[config.mk]
export PLATFORM = sky130hd
export DESIGN_NAME = rbsi_div
export DESIGN_NICKNAME = d
export VERILOG_FILES = /design/src/sv/rbsi_pkg.sv /design/src/sv/rbsi_div.sv
export SDC_FILE = /design/constraint.sdc
export NUM_CORES = 2
export LEC_CHECK = 0
export BUFFER_PORTS_ARGS = -buffer_cell sky130_fd_sc_hd__buf_2
export CAP_MARGIN = 10
export CORE_MARGIN = 2
export CORE_UTILIZATION = 30
export DETAILED_ROUTE_END_ITERATION = 6
export PLACE_DENSITY = 0.53
export SLEW_MARGIN = 20
export SYNTH_ARGS = -nofsm -noshare
export SYNTH_HDL_FRONTEND = slang
export SYNTH_MEMORY_MAX_BITS = 65536
export SYNTH_SLANG_ARGS = --single-unit
[constraint.sdc]
create_clock -name clk -period 3.4 [get_ports clk]
set_input_delay 0.68 -clock clk [delete_from_list [all_inputs] [get_ports clk]]
set_output_delay 0.68 -clock clk [all_outputs]
set_load 0.005 [all_outputs]
[src/sv/rbsi_pkg.sv]
// shared types and constants for the ray/box slab intersection block
// no dependencies; used by the interfaces, the divider and the top level
package rbsi_pkg;

	localparam int FRAC_BITS_DEF = 16;
	localparam int Q_W           = 32;
	localparam int HALF_W        = 31;
	localparam int CFG_IDX_W     = 2;
	localparam int AXES          = 3;
	// one stage for the range check, one per quotient bit
	localparam int DIV_STAGES    = Q_W + 1;

	localparam logic [HALF_W-1:0]     HALF_RESET = HALF_W'(32768);
	localparam logic signed [Q_W-1:0] Q_MAX      = {1'b0, {(Q_W-1){1'b1}}};
	localparam logic signed [Q_W-1:0] Q_MIN      = {1'b1, {(Q_W-1){1'b0}}};

	typedef enum logic [CFG_IDX_W-1:0] {
		CFG_HALF_X = 2'd0,
		CFG_HALF_Y = 2'd1,
		CFG_HALF_Z = 2'd2
	} cfg_idx_t;

	// per-request data that rides beside the dividers
	typedef struct packed {
		logic [AXES-1:0][Q_W-1:0] org;
		logic [AXES-1:0][Q_W-1:0] dir;
		logic [AXES-1:0]          neg0;
		logic [AXES-1:0]          neg1;
		logic [AXES-1:0]          zdir;
		logic                     in_slabs;
	} side_t;

endpackage

[src/sv/rbsi_div.sv]
// pipelined restoring divider: (num << FRAC_BITS) / den, one quotient bit per stage
// depends on rbsi_pkg; stage enables come from the top level's stall chain
module rbsi_div import rbsi_pkg::*; #(
	parameter int FRAC_BITS = FRAC_BITS_DEF
) (
	input  logic                  clk,
	input  logic [DIV_STAGES-1:0] en,
	input  logic [Q_W-1:0]        num,
	input  logic [Q_W-1:0]        den,
	output logic [Q_W-1:0]        quo,
	output logic                  ovf
);

	logic [Q_W-1:0] rem_sd [DIV_STAGES];
	logic [Q_W-1:0] lo_sd  [DIV_STAGES];
	logic [Q_W-1:0] den_sd [DIV_STAGES];
	logic [Q_W-1:0] q_sd   [DIV_STAGES];
	logic           ovf_sd [DIV_STAGES];

	logic [Q_W-1:0] hi0;

	// high dividend bits; quotient needs more than Q_W bits when they reach den
	assign hi0 = {{(Q_W-FRAC_BITS){1'b0}}, num[Q_W-1 -: FRAC_BITS]};

	always_ff @(posedge clk) begin
		if (en[0]) begin
			rem_sd[0] <= hi0;
			lo_sd[0]  <= {num[Q_W-FRAC_BITS-1:0], {FRAC_BITS{1'b0}}};
			den_sd[0] <= den;
			q_sd[0]   <= '0;
			ovf_sd[0] <= (hi0 >= den);
		end
	end

	for (genvar k = 1; k < DIV_STAGES; k++) begin : g_stage
		logic [Q_W:0] trial;
		logic [Q_W:0] diff;
		logic         ge;

		assign trial = {rem_sd[k-1], lo_sd[k-1][Q_W-1]};
		assign diff  = trial - {1'b0, den_sd[k-1]};
		assign ge    = (trial >= {1'b0, den_sd[k-1]});

		always_ff @(posedge clk) begin
			if (en[k]) begin
				rem_sd[k] <= ge ? diff[Q_W-1:0] : trial[Q_W-1:0];
				lo_sd[k]  <= {lo_sd[k-1][Q_W-2:0], 1'b0};
				den_sd[k] <= den_sd[k-1];
				q_sd[k]   <= {q_sd[k-1][Q_W-2:0], ge};
				ovf_sd[k] <= ovf_sd[k-1];
			end
		end
	end

	assign quo = q_sd[DIV_STAGES-1];
	assign ovf = ovf_sd[DIV_STAGES-1];

endmodule

# --- Word level (Yosys, flattened, before mapping) ---
# Memories as Yosys holds them, arrays and structs flattened.
# Cells that the tools add are included.
# W data, S select, Z words.
word_totals:
  reg_bits: 0
  output_inout_bits: 33
  input_bits: 98
  mem_count: 5
  ramBits: 4224
op_classes:
  n_addsub: 32
  n_lt_le_gt_ge: 33
  n_mux: 98
mem_list:
  columns: ["name", "depth", "word_bits", "rd", "rd_ports_with_merged_regs", "wr", "line", "source"]
  rows:
  - ["den_sd", 33, 32, 32, 0, 33, "rbsi_div.sv:16", "logic [Q_W-1:0] den_sd [DIV_STAGES];"]
  - ["q_sd", 33, 32, 33, 0, 33, "rbsi_div.sv:17", "logic [Q_W-1:0] q_sd [DIV_STAGES];"]
  - ["rem_sd", 33, 32, 32, 0, 33, "rbsi_div.sv:14", "logic [Q_W-1:0] rem_sd [DIV_STAGES];"]
  - ["lo_sd", 33, 31, 32, 0, 33, "rbsi_div.sv:15", "logic [Q_W-1:0] lo_sd [DIV_STAGES];"]
  - ["ovf_sd", 33, 1, 33, 0, 33, "rbsi_div.sv:18", "logic ovf_sd [DIV_STAGES];"]
ops:
  columns: ["op", "count"]
  rows:
  - ["$ge A33 B32 Y1", 32]
  - ["$mux W32", 32]
  - ["$sub A32 B32 Y32", 32]
  - ["$mux W1", 66]
  - ["$ge A16 B32 Y1", 1]

# --- Logic depth before layout (Yosys ltp) ---
# An unclocked memory read counts as a cell.
logic_depth:
  depth_word: 3
  mapped_depth: 16
  mapped_depth_nobuf: 14

# --- Worst setup path after synthesis ---
# No wires, ideal clock.
synth_path:
  path_kind: "reg2reg"
  from: "memory den_sd[5][1], in the netlist den_sd[0][161]"
  to: "memory rem_sd[6][24], in the netlist rem_sd[0][216] (data pin)"
  setup_slack_ns: -0.133
  setup_ns: 0.262
  path_buffers: 1
  arrival_time_ns: 3.271
  stages_incl_launch_ff: 15
  required_time_ns: 3.138
  cell_sequence: "edfxtp_1 > inv_1 > ha_1 > nor2b_1 > o31a_1 > o31ai_1 > nor3b_2 > o31a_2 > o41ai_2 > o31ai_4 > a21o_1 > a21oi_1 > a2111oi_4 > buf_6 > mux2_1"
synth_lines:
  columns: ["element", "line"]
  rows:
  - ["from (decl)", "rbsi_div.sv:16"]
  - ["to (decl)", "rbsi_div.sv:14"]

==> results.tsv <==
metric	value	unit
tightest_slew	933	ps
gr-usage-all-layers	0.147	
cts_tree	built	
slew_headroom	0.376	
via_count	99800	
grt_max_degree	82	
rsz0062_at_grt	true	
min_period	3590	ps
wl	378000	microns
rows	256	
p_leak	75.1	nW
fin_skew	91.4	ps
drc	1	
fin_crit_sh	1.05	
avgViaCountPerCell	4.75	
clkLatencyLatePin	970	ps
final_layout_size_suffix_gt1_frac	0.216	
setup_viol_count_final	161	
clockRootBuffer	clkbuf_16	
synth_edf_count	2729	
path_max_fanout	9	
die_h	701	microns
htreeDepth	5	
drtIter0Drc	6305	
violations	design-rule violations, negative setup slack	
total_power	174	mW
hp-start	en[2]	
dieArea	492000	sq um
synth_area	146000	sq um
clk_pin_slew	60	ps
ant_nets	0	
crit_start	rem_sd[0][256]	
dp.cells	20100	
fin_hold_ws	109	ps
outcome	complete, but fails checks	
synth_warnings	0	
postLayoutCellArea	183000	sq um
yosysSeqAreaShare	0.562	
clock_sinks	2729	
startpoint_type	flop	
drt_pass1_iterations	7	
critPathArrivalTime	4320	ps
final-hold-violation-count	0	
ir_drop	0.000409	V
reg2reg_from	rem_sd[0][256]	
synthFlopType	edfxtp_1	
synthArstFlopShare	0	
core	485000	sq um
dp_hpwl	282000	microns
power.density	948	nW/um^2
maxCapViolations	0	
syn_to_final_growth	25.7	%
maxSlewViolCount	0	
io_pins	131	
hold_class	input port to flop	
gp_congestion	0.871	
synth.distinct_cells	97	
final_cells	21000	
start_util	0.301	
dieWidth	701	microns
port_buffers	130	
wl_per_cell	18.0	microns
fin_nets	15500	
grt_pass1_vias	98800	
avgSynthCellArea	11.7	sq um
synth_fp_nets	13600	
dpl_cell_area	165000	sq um
criticalPathCategory	flop to flop	
setup_slack	-187	ps
grt_pass1_wl	568000	microns
cts.path.max_buffers	4	
cts_made_buffers	315	
worstSetupEndpointType	flop	
ys_ff_latch	2729	
crit_required	4130	ps
global_route.overflow_total	0	
synthCells	12500	
antenna_found_initial	6	
timing.fmax	279	MHz
-- layout by cell type, fill, tap and decap left out, types with 118 or more instances in the layout --
cell type	Yosys	final
nand3_1	188	181
a21o_1	523	522
clkbuf_16	0	343
nand2b_1	152	147
buf_4	35	1443
xnor2_1	484	484
mux2_4	0	167
inv_1	1245	1225
o21a_1	136	132
o21ai_1	242	224
o21bai_1	131	126
nand2_1	862	859
o21ai_0	573	514
a21oi_1	1053	922
nor3_1	122	118
nand4_1	145	145
mux2_1	291	134
nor2b_1	173	149
ha_1	1024	973
xor2_1	343	342
edfxtp_1	2729	2729
nor2_1	677	601
-- synth_stat cells (all sizes together), types with 28 or more instances --
master     n  area [sq um]
a21o     523          3930
nor2     677          2540
and4      28           245
o211ai    43           323
a31oi    117           738
inv     1254          4710
buf       95           573
nor2b    173          1080
nor4      41           263
ha      1024         12800
nor3     122           611
o31ai     73           567
or2       33           206
a211oi    75           568
o21ai    816          4090
nand2b   152           951
a21boi    35           263
and3      83           519
edfxtp  2729         81900
fa        31           621
mux2i     36           360
and2      39           244
o21bai   131           983
xor2     343          3000
or3       39           244
a21oi   1054          5280
clkbuf   222           833
o31a      31           273
mux2     363          4090
nand2    862          3240
xnor2    484          4240
nand3    188           941
o21a     136          1020
nand4    145           907
-- cells by family (layout without fill, tap and decap cells) --
family	count (synthesis)	after routing	synth area share
adders and majority gates	1055	1055	0.0921
other	0	3	0
DFF	2729	2729	0.562
AOI/OAI and AO/OA	3264	3269	0.138
muxes	399	399	0.0305
xor gates and xnor gates	827	827	0.0497
buffers and inverters	1571	3628	0.0419
and+or+nand+nor	2650	2650	0.0860
-- final cells by class --
type | instances | area (sq um)
Tap cell | 6450 | 8070
Clock buffer | 362 | 8210
Inverter | 1254 | 4720
Sequential cell | 2729 | 81900
Clock inverter | 207 | 2360
Timing Repair Buffer | 1805 | 15500
Multi-Input combinational cell | 8200 | 62500
Antenna cell | 3 | 7.51
Fill cell | 46800 | 302000
-- report_power, final --
part	internal, mW	total [mW]	switching (mW)
clock	20.3	34.8	14.5
sequential	48.8	54.7	5.88
combinational	41.3	84.3	43.0
-- state kept, by name, indices dropped and copies added (netlist names) --
name and flops:
den_sd 1024, rem_sd 1008, q_sd 528, lo_sd 136, ovf_sd 33
-- final timing paths --
check | to | slack (ps) | cells past startpoint
max | rem_sd[0][305] | -190 | 16
min | lo_sd[0][89] | 110 | 1
max reg2reg | rem_sd[0][305] | -190 | 16
min reg2reg | q_sd[0][519] | 350 | 0
-- layer usage --
layer  global-route usage  up-vias  part of all wire
li1                     -    49500                 -
met1                0.174    47800              0.41
met2                0.273     1798              0.52
met3               0.0160      684             0.034
met4               0.0504        2             0.038
met5                    0        -          0.000021
-- per-stage QoR --
step                setup WS (ps)   util  setup TNS [ps]
floorplan                   -20.1      -            -162
global placement             -438  0.339          -62480
detailed placement           -366  0.339          -81620
CTS                          -170  0.368          -13280
global route                 -338  0.378          -44780
finish                       -187  0.378          -13980
-- worst max-delay path, cell delays in order (launching register included) --
cell and delay [ps]:
edfxtp_1 400, ha_1 300, nor2b_1 140, o31a_1 260, o31a_1 260, o211ai_1 210, buf_4 180, a21oi_2 70
o31a_1 280, o21a_1 200, o32a_1 340, a21oi_4 190, buf_12 170, buf_4 120, buf_6 120, nand2_1 60
o21ai_1 110
-- repair_timing --
item                                    4_1_cts  5_1_grt
endpoints found under the setup margin      683      905
gates cloned                                 22       25
hold buffers                                 65        0
resized for setup                           362      756
setup buffers                                83      144
endpoints found under the hold margin        74        0
pin swaps                                   106      263
Note: power is estimated with default switching activity, not from simulation.
